[src/wbcs_pkg.sv]
// Shared types, widths and constants for the white blob centroid steering block.
// No dependencies; imported by every module under src.
package wbcs_pkg;

  localparam int MAX_WIDTH  = 4096;
  localparam int MAX_PIXELS = 4194304;

  localparam int WIDTH_W = 13;
  localparam int COL_W   = 12;
  localparam int HALF_W  = 12;
  localparam int CNT_W   = 23;
  localparam int SUM_W   = 34;
  localparam int DEN_W   = 34;
  localparam int NUM_W   = 49;
  localparam int Q_W     = 16;
  localparam int STEP_W  = 4;
  localparam int PIX_W   = 8;
  localparam int GAIN_W  = 8;
  localparam int SPEED_W = 8;
  localparam int TURN_W  = 16;

  localparam int CFG_IDX_W  = 2;
  localparam int CFG_DATA_W = 16;

  localparam logic [PIX_W-1:0] WHITE_LEVEL = 8'd255;
  localparam int GAIN_SHIFT = 6;

  localparam logic [WIDTH_W-1:0] WIDTH_RESET = 13'd640;
  localparam logic [GAIN_W-1:0]  GAIN_RESET  = 8'd80;
  localparam logic [SPEED_W-1:0] SPEED_RESET = 8'd128;

  localparam logic [Q_W-1:0] Q_POS_MAX = 16'd32767;
  localparam logic [Q_W-1:0] Q_NEG_MAX = 16'd32768;

  typedef enum logic [CFG_IDX_W-1:0] {
    REG_ROW_WIDTH     = 2'd0,
    REG_TURN_GAIN     = 2'd1,
    REG_FORWARD_SPEED = 2'd2
  } cfg_reg_t;

  typedef struct packed {
    logic load;
    logic mul;
    logic diff;
    logic mag;
    logic chk;
    logic step;
    logic out_load;
  } wbcs_cmd_t;

  function automatic logic [WIDTH_W-1:0] eff_width(input logic [WIDTH_W-1:0] w);
    logic [WIDTH_W-1:0] r;
    r = w;
    if (w < WIDTH_W'(2)) r = WIDTH_W'(2);
    else if (w > WIDTH_W'(MAX_WIDTH)) r = WIDTH_W'(MAX_WIDTH);
    return r;
  endfunction

endpackage

[src/wbcs_accum.sv]
// Pixel accumulator: column tracking, white pixel sum and count per frame.
// Depends on wbcs_pkg.
module wbcs_accum import wbcs_pkg::*; (
  input  logic               clk,
  input  logic               rst,
  input  logic               accept,
  input  logic [PIX_W-1:0]   red,
  input  logic [PIX_W-1:0]   green,
  input  logic [PIX_W-1:0]   blue,
  input  logic               eof,
  input  logic [WIDTH_W-1:0] row_width,
  output logic [SUM_W-1:0]   frame_sum,
  output logic [CNT_W-1:0]   frame_cnt
);

  logic [COL_W-1:0]   column;
  logic [CNT_W-1:0]   white_count;
  logic [SUM_W-1:0]   column_sum;

  logic [WIDTH_W-1:0] w;
  logic [WIDTH_W-1:0] col_eff;
  logic [WIDTH_W-1:0] col_inc;
  logic [COL_W-1:0]   column_next;
  logic               hit;

  always_comb begin
    w       = eff_width(row_width);
    col_eff = ({1'b0, column} >= w) ? '0 : {1'b0, column};
    col_inc = col_eff + WIDTH_W'(1);
    column_next = (col_inc >= w) ? '0 : col_inc[COL_W-1:0];
    hit = (red == WHITE_LEVEL) && (green == WHITE_LEVEL) && (blue == WHITE_LEVEL) &&
          (white_count < CNT_W'(MAX_PIXELS));
    frame_sum = hit ? column_sum + SUM_W'(col_eff) : column_sum;
    frame_cnt = hit ? white_count + CNT_W'(1) : white_count;
  end

  always_ff @(posedge clk) begin
    if (rst) begin
      column      <= '0;
      white_count <= '0;
      column_sum  <= '0;
    end else if (accept) begin
      if (eof) begin
        column      <= '0;
        white_count <= '0;
        column_sum  <= '0;
      end else begin
        column      <= column_next;
        white_count <= frame_cnt;
        column_sum  <= frame_sum;
      end
    end
  end

  a_cnt_limit: assert property (@(posedge clk) disable iff (rst)
    white_count <= CNT_W'(MAX_PIXELS))
    else $error("white count above limit");

  a_eof_clear: assert property (@(posedge clk) disable iff (rst)
    accept && eof |=> column == '0 && white_count == '0 && column_sum == '0)
    else $error("accumulators not cleared at frame end");

endmodule

[src/wbcs_ctrl.sv]
// Frame-end controller: sequences the multiply, divide and output load steps.
// Depends on wbcs_pkg.
module wbcs_ctrl import wbcs_pkg::*; (
  input  logic      clk,
  input  logic      rst,
  input  logic      start,
  input  logic      m_tready,
  output logic      m_tvalid,
  output logic      busy,
  output wbcs_cmd_t cmd
);

  typedef enum logic [2:0] {
    S_IDLE,
    S_MUL,
    S_DIFF,
    S_MAG,
    S_CHK,
    S_DIV,
    S_DONE
  } state_t;

  state_t            state;
  logic [STEP_W-1:0] step_cnt;
  logic              out_free;

  assign out_free = !m_tvalid || m_tready;
  assign busy     = (state != S_IDLE);

  always_comb begin
    cmd          = '0;
    cmd.load     = (state == S_IDLE) && start;
    cmd.mul      = (state == S_MUL);
    cmd.diff     = (state == S_DIFF);
    cmd.mag      = (state == S_MAG);
    cmd.chk      = (state == S_CHK);
    cmd.step     = (state == S_DIV);
    cmd.out_load = (state == S_DONE) && out_free;
  end

  always_ff @(posedge clk) begin
    if (rst) begin
      state    <= S_IDLE;
      step_cnt <= '0;
      m_tvalid <= 1'b0;
    end else begin
      if (cmd.out_load) m_tvalid <= 1'b1;
      else if (m_tready) m_tvalid <= 1'b0;
      case (state)
        S_IDLE: begin
          if (start) state <= S_MUL;
        end
        S_MUL:  state <= S_DIFF;
        S_DIFF: state <= S_MAG;
        S_MAG:  state <= S_CHK;
        S_CHK: begin
          step_cnt <= '0;
          state    <= S_DIV;
        end
        S_DIV: begin
          step_cnt <= step_cnt + STEP_W'(1);
          if (step_cnt == STEP_W'(Q_W - 1)) state <= S_DONE;
        end
        S_DONE: begin
          if (out_free) state <= S_IDLE;
        end
        default: state <= S_IDLE;
      endcase
    end
  end

  a_start_idle: assert property (@(posedge clk) disable iff (rst)
    start |-> state == S_IDLE)
    else $error("frame end taken while busy");

  a_out_set: assert property (@(posedge clk) disable iff (rst)
    cmd.out_load |=> m_tvalid && state == S_IDLE)
    else $error("result not presented after load");

  a_no_overwrite: assert property (@(posedge clk) disable iff (rst)
    cmd.out_load |-> !m_tvalid || m_tready)
    else $error("pending result overwritten");

  a_div_len: assert property (@(posedge clk) disable iff (rst)
    state == S_CHK |=> state == S_DIV && step_cnt == '0)
    else $error("divide did not start cleanly");

endmodule

[src/wbcs_dpath.sv]
// Frame-end datapath: denominator, signed offset, gain product, restoring
// divider and saturating output register. Depends on wbcs_pkg.
module wbcs_dpath import wbcs_pkg::*; (
  input  logic               clk,
  input  wbcs_cmd_t          cmd,
  input  logic [SUM_W-1:0]   frame_sum,
  input  logic [CNT_W-1:0]   frame_cnt,
  input  logic [WIDTH_W-1:0] row_width,
  input  logic [GAIN_W-1:0]  turn_gain,
  input  logic [SPEED_W-1:0] forward_speed,
  output logic               ball_seen,
  output logic [SPEED_W-1:0] speed_command,
  output logic [TURN_W-1:0]  turn_command
);

  logic               seen;
  logic [CNT_W-1:0]   cnt;
  logic [SUM_W-1:0]   sum;
  logic [HALF_W-1:0]  half;
  logic [DEN_W-1:0]   den;
  logic [DEN_W-1:0]   diff;
  logic               neg;
  logic [NUM_W-1:0]   num;
  logic               sat;
  logic [DEN_W-1:0]   rem;
  logic [Q_W-1:0]     lo;
  logic [Q_W-1:0]     q;

  logic [WIDTH_W-1:0] w_eff;
  logic [DEN_W:0]     trial;
  logic               trial_ge;
  logic [Q_W-1:0]     q_clamp;
  logic [TURN_W-1:0]  turn_val;

  always_comb begin
    w_eff    = eff_width(row_width);
    trial    = {rem, lo[Q_W-1]};
    trial_ge = trial >= {1'b0, den};
    if (neg) q_clamp = (sat || q > Q_NEG_MAX) ? Q_NEG_MAX : q;
    else     q_clamp = (sat || q > Q_POS_MAX) ? Q_POS_MAX : q;
    turn_val = neg ? TURN_W'(16'd0 - q_clamp) : TURN_W'(q_clamp);
  end

  always_ff @(posedge clk) begin
    if (cmd.load) begin
      seen <= (frame_cnt != '0);
      cnt  <= frame_cnt;
      sum  <= frame_sum;
      half <= w_eff[WIDTH_W-1:1];
    end
    if (cmd.mul) den <= DEN_W'(half) * DEN_W'(cnt);
    if (cmd.diff) begin
      neg  <= sum > den;
      diff <= (sum > den) ? sum - den : den - sum;
    end
    if (cmd.mag) begin
      num <= NUM_W'({turn_gain, GAIN_SHIFT'(0)}) * NUM_W'(diff) + NUM_W'(den >> 1);
    end
    if (cmd.chk) begin
      sat <= {1'b0, num} >= {den, Q_W'(0)};
      rem <= DEN_W'(num[NUM_W-1:Q_W]);
      lo  <= num[Q_W-1:0];
      q   <= '0;
    end
    if (cmd.step) begin
      rem <= trial_ge ? DEN_W'(trial - {1'b0, den}) : trial[DEN_W-1:0];
      lo  <= {lo[Q_W-2:0], 1'b0};
      q   <= {q[Q_W-2:0], trial_ge};
    end
    if (cmd.out_load) begin
      ball_seen     <= seen;
      speed_command <= seen ? forward_speed : '0;
      turn_command  <= seen ? turn_val : '0;
    end
  end

endmodule

[src/white_blob_centroid_steering.sv]
// White blob centroid steering: one RGB pixel per beat, one drive command per frame.
// After a frame's last beat, S_MUL, S_DIFF, S_MAG, S_CHK, S_DIV and S_DONE compute the
// command. Throughput: one pixel per cycle; the last beat of a frame waits until the
// previous frame's computation (16-step divider) has handed its command to the output.
// Reset (rst, synchronous): registers to 640/80/128, accumulators and result valid
// cleared; output data is not reset.
module white_blob_centroid_steering import wbcs_pkg::*; (
  input  logic                  clk,
  input  logic                  rst,
  input  logic                  s_tvalid,
  output logic                  s_tready,
  input  logic [23:0]           s_tdata,   // red[7:0], green[15:8], blue[23:16]
  input  logic                  s_tlast,   // end_of_frame
  output logic                  m_tvalid,
  input  logic                  m_tready,
  output logic [23:0]           m_tdata,   // speed_command[7:0], turn_command[23:8]
  output logic                  m_tuser,   // ball_seen
  input  logic                  cfg_valid,
  output logic                  cfg_ready,
  input  logic [CFG_IDX_W-1:0]  cfg_index,
  input  logic [CFG_DATA_W-1:0] cfg_data
);

  logic [WIDTH_W-1:0] row_width;
  logic [GAIN_W-1:0]  turn_gain;
  logic [SPEED_W-1:0] forward_speed;

  logic               busy;
  logic               accept;
  logic               start;
  wbcs_cmd_t          cmd;
  logic [SUM_W-1:0]   frame_sum;
  logic [CNT_W-1:0]   frame_cnt;
  logic [SPEED_W-1:0] speed_command;
  logic [TURN_W-1:0]  turn_command;

  assign cfg_ready = 1'b1;
  assign s_tready  = !s_tlast || !busy;
  assign accept    = s_tvalid && s_tready;
  assign start     = accept && s_tlast;
  assign m_tdata   = {turn_command, speed_command};

  always_ff @(posedge clk) begin
    if (rst) begin
      row_width     <= WIDTH_RESET;
      turn_gain     <= GAIN_RESET;
      forward_speed <= SPEED_RESET;
    end else if (cfg_valid) begin
      case (cfg_index)
        REG_ROW_WIDTH:     row_width     <= cfg_data[WIDTH_W-1:0];
        REG_TURN_GAIN:     turn_gain     <= cfg_data[GAIN_W-1:0];
        REG_FORWARD_SPEED: forward_speed <= cfg_data[SPEED_W-1:0];
        default: ;
      endcase
    end
  end

  wbcs_accum u_accum (
    .clk       (clk),
    .rst       (rst),
    .accept    (accept),
    .red       (s_tdata[7:0]),
    .green     (s_tdata[15:8]),
    .blue      (s_tdata[23:16]),
    .eof       (s_tlast),
    .row_width (row_width),
    .frame_sum (frame_sum),
    .frame_cnt (frame_cnt)
  );

  wbcs_ctrl u_ctrl (
    .clk      (clk),
    .rst      (rst),
    .start    (start),
    .m_tready (m_tready),
    .m_tvalid (m_tvalid),
    .busy     (busy),
    .cmd      (cmd)
  );

  wbcs_dpath u_dpath (
    .clk           (clk),
    .cmd           (cmd),
    .frame_sum     (frame_sum),
    .frame_cnt     (frame_cnt),
    .row_width     (row_width),
    .turn_gain     (turn_gain),
    .forward_speed (forward_speed),
    .ball_seen     (m_tuser),
    .speed_command (speed_command),
    .turn_command  (turn_command)
  );

endmodule

[config.mk]
export PLATFORM = sky130hd
export DESIGN_NAME = white_blob_centroid_steering
export DESIGN_NICKNAME = d
export VERILOG_FILES = /design/src/wbcs_pkg.sv /design/src/wbcs_accum.sv /design/src/wbcs_ctrl.sv /design/src/wbcs_dpath.sv /design/src/white_blob_centroid_steering.sv
export SDC_FILE = /design/constraint.sdc
export NUM_CORES = 2
export LEC_CHECK = 0
export BUFFER_PORTS_ARGS = -buffer_cell sky130_fd_sc_hd__buf_2
export CAP_MARGIN = 20
export CORE_MARGIN = 2
export CORE_UTILIZATION = 50
export CTS_CLUSTER_DIAMETER = 150
export CTS_CLUSTER_SIZE = 24
export DETAILED_ROUTE_END_ITERATION = 8
export GPL_TIMING_DRIVEN = 1
export PLACE_DENSITY = 0.75
export SLEW_MARGIN = 5
export SYNTH_ARGS = -nofsm -noshare
export SYNTH_HDL_FRONTEND = slang
export SYNTH_SLANG_ARGS = --single-unit
[constraint.sdc]
create_clock -name clk -period 20.4 [get_ports clk]
set_input_delay 4.08 -clock clk [delete_from_list [all_inputs] [get_ports clk]]
set_output_delay 4.08 -clock clk [all_outputs]
set_load 0.02 [all_outputs]
# After elaboration in Yosys (flattened, before gate mapping)
# Cells that the tools add are included.
word_totals:
  reg_bits: 386
  latch_bits: 0
  mem_bits_rw: 0
  rom_bits: 0
  inputBits: 48
  wordCells: 113
  n_memories: 0
op_classes:
  add_sub_neg: 9
  n_mul: 2
  div_mod_pow: 0
  magnitude_cmp: 10
  n_eq_ne: 15
  n_shift: 0
  mux: 28
  bitwise: 0
  n_reduce_logical: 24
ops:
  columns: ["operator", "n"]
  rows:
  - ["$mux 34", 6]
  - ["$mux 16", 8]
  - ["$sub 34x34->34", 3]
  - ["$ge 49x50->1", 1]
  - ["$add 48x33->49", 1]
  - ["$mux 23", 2]
  - ["$mul 8x34->42", 1]
  - ["$mux 12", 3]
  - ["$ge 35x34->1", 1]
  - ["$add 34x13->34", 1]
  - ["$gt 34x34->1", 1]
  - ["$mul 12x23->34", 1]
  - ["$mux 13", 2]
  - ["$eq 8x8->1 const B", 3]
  - ["$add 23x1->23 const B", 1]
  - ["$lt 23x23->1 const B", 1]
  - ["$reduce_bool 23->1", 1]
  - ["$pmux 3 s7", 1]
  - ["$gt 16x15->1 const B", 1]
  - ["$gt 16x16->1 const B", 1]
  - ["$sub 1x16->16 const A", 1]
  - ["$add 13x1->13 const B", 1]
  - ["$ge 12x13->1", 1]
  - ["$ge 13x13->1", 1]
  - ["22 further kinds", 44]

# Longest topological paths before layout
depth:
  depth_word: 9
  mapped_depth: 33
  mapped_depth_nobuf: 30

# By module
# Synthesis repeated with hierarchy kept, for this count alone.
hier_totals:
  cells_unflattened: 4545
  area_unflattened_um2: 41827.6
by_module_without_submodules:
  columns: ["mod", "instances", "cells_per_inst", "area_each_um2", "seq_area_each_um2"]
  rows:
  - ["wbcs_dpath", 1, 3649, 34738.3, 8398.1]
  - ["wbcs_accum", 1, 718, 5387.7, 1381.3]
  - ["white_blob_centroid_steering", 1, 122, 1234.9, 580.6]
  - ["wbcs_ctrl", 1, 56, 466.7, 160.2]

# Worst setup path before layout
# Ideal clock, no wire load.
synth_timing:
  kind: "input -> output"
  startpoint: "input s_tlast"
  endpoint: "output s_tready"
  arrival_ns: 4.272
  slack_ns: 12.048
  path_stages: 1
  n_path_buf: 0
  path_cell_list: "o31ai_1"
synth_via:
  elab_chain_len: 2
synth_lines:
  columns: ["item", "line_no", "text"]
  rows:
  - ["start: declaration", "white_blob_centroid_steering.sv:13", "input logic s_tlast,"]
  - ["$logic_not 1->1", "white_blob_centroid_steering.sv:38", "assign s_tready = !s_tlast || !busy;"]
  - ["$logic_or 1x1->1", "white_blob_centroid_steering.sv:38", null]
  - ["end: declaration", "white_blob_centroid_steering.sv:11", "output logic s_tready,"]
# No other way between the ends.

# Worst setup path after layout
# Ends and elaborated chain as after synthesis.

==> flow_summary.yaml <==
sta:
  worst_slew_pin_slew_ps: 1090
  fin_crit_ps: 9120
  maxSlewViolCount: 0
  fmax_mhz: 110
  slew_headroom: 0.273
  hold_violations: 0
  setup_viol: 0
  setup_tns_ps: 0
  skew_ps: 32.2
  final_min_period_over_clock_period: 0.447
  rsz0062_at_grt: "false"
floorplanning:
  fp.dieW_um: 291
  dieArea_um2: 84900
  core_um2: 82000
  die_height_um: 291
  rows: 105
  start_util: 0.504
  io_pins: 76
drt:
  vias: 32400
  postRouteAntennaNets: 0
  vias_per_cell: 5.85
  drtIter0Drc: 2949
  finalWirelength_mm: 109
  drc: 0
  first_pass_iters: 6
  wl_per_cell_um: 19.8
power_and_ir_drop:
  switchingPower_mw: 2.53
  p_clk_frac: 0.094
  leakage_nw: 19.4
  combPwrFrac: 0.683
  p_int_mw: 2.60
  ir_drop_mv: 0.0887
  powerDensity_nw_per_um2: 119
  seqPwrFrac: 0.223
  netSwitchingFraction: 0.493
setup_path:
  r2r_start: "turn_gain[4]$_SDFFE_PP1P_"
  cp_slowest_cell: "buf_2"
  slowest_delay_ps: 410
  cpMostUsedCell: "buf_2"
  cp-start-kind: "primary input"
  crit_chain: "buf_2 > o31ai_1 > buf_2"
  worstPathArrival_ps: 5040
  critPathRequiredTime_ps: 16320
  crit_fanout: 23
  crit_path_end_kind: "output port"
  crit_start: "s_tlast"
  critPathKind: "primary input to output port"
synth:
  yosysWarnings: 0
  synthCells: 4514
  synth_top_area_frac: 0.203
  yosysMostFrequentCell: "inv_1"
  mappedNetlistArea_um2: 41300
  avgSynthCellArea_um2: 9.15
  ys_seq_area_frac: 0.255
  synth_top_family_by_area: "adder cells"
  syn_nets: 5306
  ys_ff_latch: 386
  synth_xor_area_frac: 0.0475
  synthFlopType: "edfxtp_1"
  async_reset_ff_frac: 0
  synthSimpleGateAreaFrac: 0.172
  synth_fa_ha_area_frac: 0.299
  synth-edff-count: 279
  yosysUniqueCellTypes: 90
  synth.area.mux_share: 0.0135
  synth-compound-area-share: 0.144
  synthTopCellsByCount: "556 x inv_1, 489 x nand2_1, 406 x fa_1, 338 x ha_1, 312 x and2_1"
  synth.area.top_cells: "edfxtp_1 20%, fa_1 20%, ha_1 10%"
  post-synth-top-area-cell: "edfxtp_1"
place:
  portBuffers: 71
  hpwlAfterDp_mm: 86.1
  gp_congestion: 0.969
  place_area_um2: 42500
cells_and_area:
  nNetsFinal: 5239
  post-route-util: 0.526
  regArea_um2: 10500
  design_area_um2: 43100
  syn_to_final_growth_pct: 4.45
  multi_input_area_um2: 28000
  drive_gt1_frac: 0.0401
  fillers: 7477
clocking:
  cts.sinks: 386
  cts_hold_buf: 0
  cts_setup_buffers: 0
  clkTransAtPathRegs_ps: 110
  cts_tree: "done"
  cts_inserted_buffers: 21
  cts_root_buf: "clkbuf_16"
  clk_path_buf_depth: 3
  clkLatencyLatePin_ps: 590
  htree_levels: 1
  cts_resized: 0
hold_path:
  holdCritPathClass: "flop to flop"
  hold_path_startpoint: "u_dpath.lo[0]$_SDFFE_PP0P_"
grt:
  antenna_found_initial: 2
  grt_pass1_vias: 31800
  grt_usage: 0.257
  grt_max_degree: 84
  globalRouteOverflowTotal: 0
  grt_first_pass_wirelength_mm: 174
flow_run:
  drv_cap: 0
run_status:
  outcome: "finished clean"
==> worst paths after layout <==
check                                    end  slack, ps  cells past startpoint
setup / recovery                    s_tready      11280                      3
hold / removal    u_dpath.lo[0]$_SDFFE_PP0P_        470                      2
setup reg to reg   u_dpath.num[41]$_DFFE_PP_      12630                     25
hold reg to reg   u_dpath.lo[0]$_SDFFE_PP0P_        470                      2
==> cell usage in the layout (no fill, tap or decap), drive strengths merged, types with 23 or more instances in the layout <==
cell type and instances:
o21bai 32, fa 406, a211oi 29, mux2i 53, xnor2 153, nand4 45, and3 41, nor2 249
o21ai 199, and2 312, edfxtp 279, ha 338, nand2 490, nor3 55, inv 559, or3 23
a21oi 264, xor2 71, dfxtp 107, nand2b 33, nand3 69, clkbuf 32, buf 101, a21o 146
a31oi 32, o21a 35, nor2b 23, a22oi 35
==> stage by stage <==
| step | total power [mW] | std cells | setup slack, ps | hold slack [ps] |
|---|---|---|---|---|
| after floorplan | 3.66 | 4514 | 12050 | 415 |
| after global placement | 4.54 | 5494 | 11300 | 427 |
| after detailed placement | 4.58 | 5494 | 11310 | 438 |
| after CTS | 5.08 | 5530 | 11300 | 453 |
| after global routing | 5.51 | 5531 | 11220 | 498 |
| final | 5.12 | 5531 | 11280 | 466 |
==> flip-flops by register name, summed over array words and instances (netlist names), 16 cells and up <==
signal                flops
u_dpath.num              49
u_accum.column_sum       34
u_dpath.den              34
u_dpath.diff             34
u_dpath.rem              34
u_dpath.sum              34
u_accum.white_count      23
u_dpath.cnt              23
u_dpath.lo               16
u_dpath.q                16
u_dpath.turn_command     16
==> routing by layer <==
layer / wire length [µm] / track usage
met2: 49700 / 0.411
met4: 4570 / 0.0982
met5: 0 / 0
met3: 7430 / 0.0253
met1: 47700 / 0.361
==> power groups by stage <==
stage / clock (mW) / sequential, mW / combinational, mW
2_1_floorplan: 0 / 1.09 / 2.58
3_3_place_gp: 0 / 1.15 / 3.38
3_5_place_dp: 0 / 1.16 / 3.42
4_1_cts: 0.492 / 1.14 / 3.45
5_1_grt: 0.515 / 1.14 / 3.86
6_report: 0.481 / 1.14 / 3.50
==> cell families (layout without fill, tap and decap cells) <==
group | after synthesis | in the layout
and+or+nand+nor | 1432 | 1432
DFF | 386 | 386
AOI/OAI and AO/OA | 924 | 924
muxes | 55 | 55
buffers and inverters | 748 | 694
xor gates and xnor gates | 224 | 224
other | 1 | 2
adders and majority gates | 744 | 744
==> area by class of cell <==
| class | count | share of cell area |
|---|---|---|
| multi-input combinational | 3380 | 0.648 |
| sequential | 386 | 0.244 |
| inverter | 557 | 0.0485 |
| tap | 1070 | 0.0310 |
| timing repair buffer | 101 | 0.0135 |
| clock buffer | 32 | 0.0131 |
| clock inverter | 4 | 0.00151 |
| antenna | 1 | 0.0000580 |
==> critical path, delay by kind of cell <==
family / cells / cell delay (ps)
AO/OA/AOI/OAI: 1 / 300
buffers and inverters: 2 / 650
No activity file was read; power rests on OpenSTA's default activity.
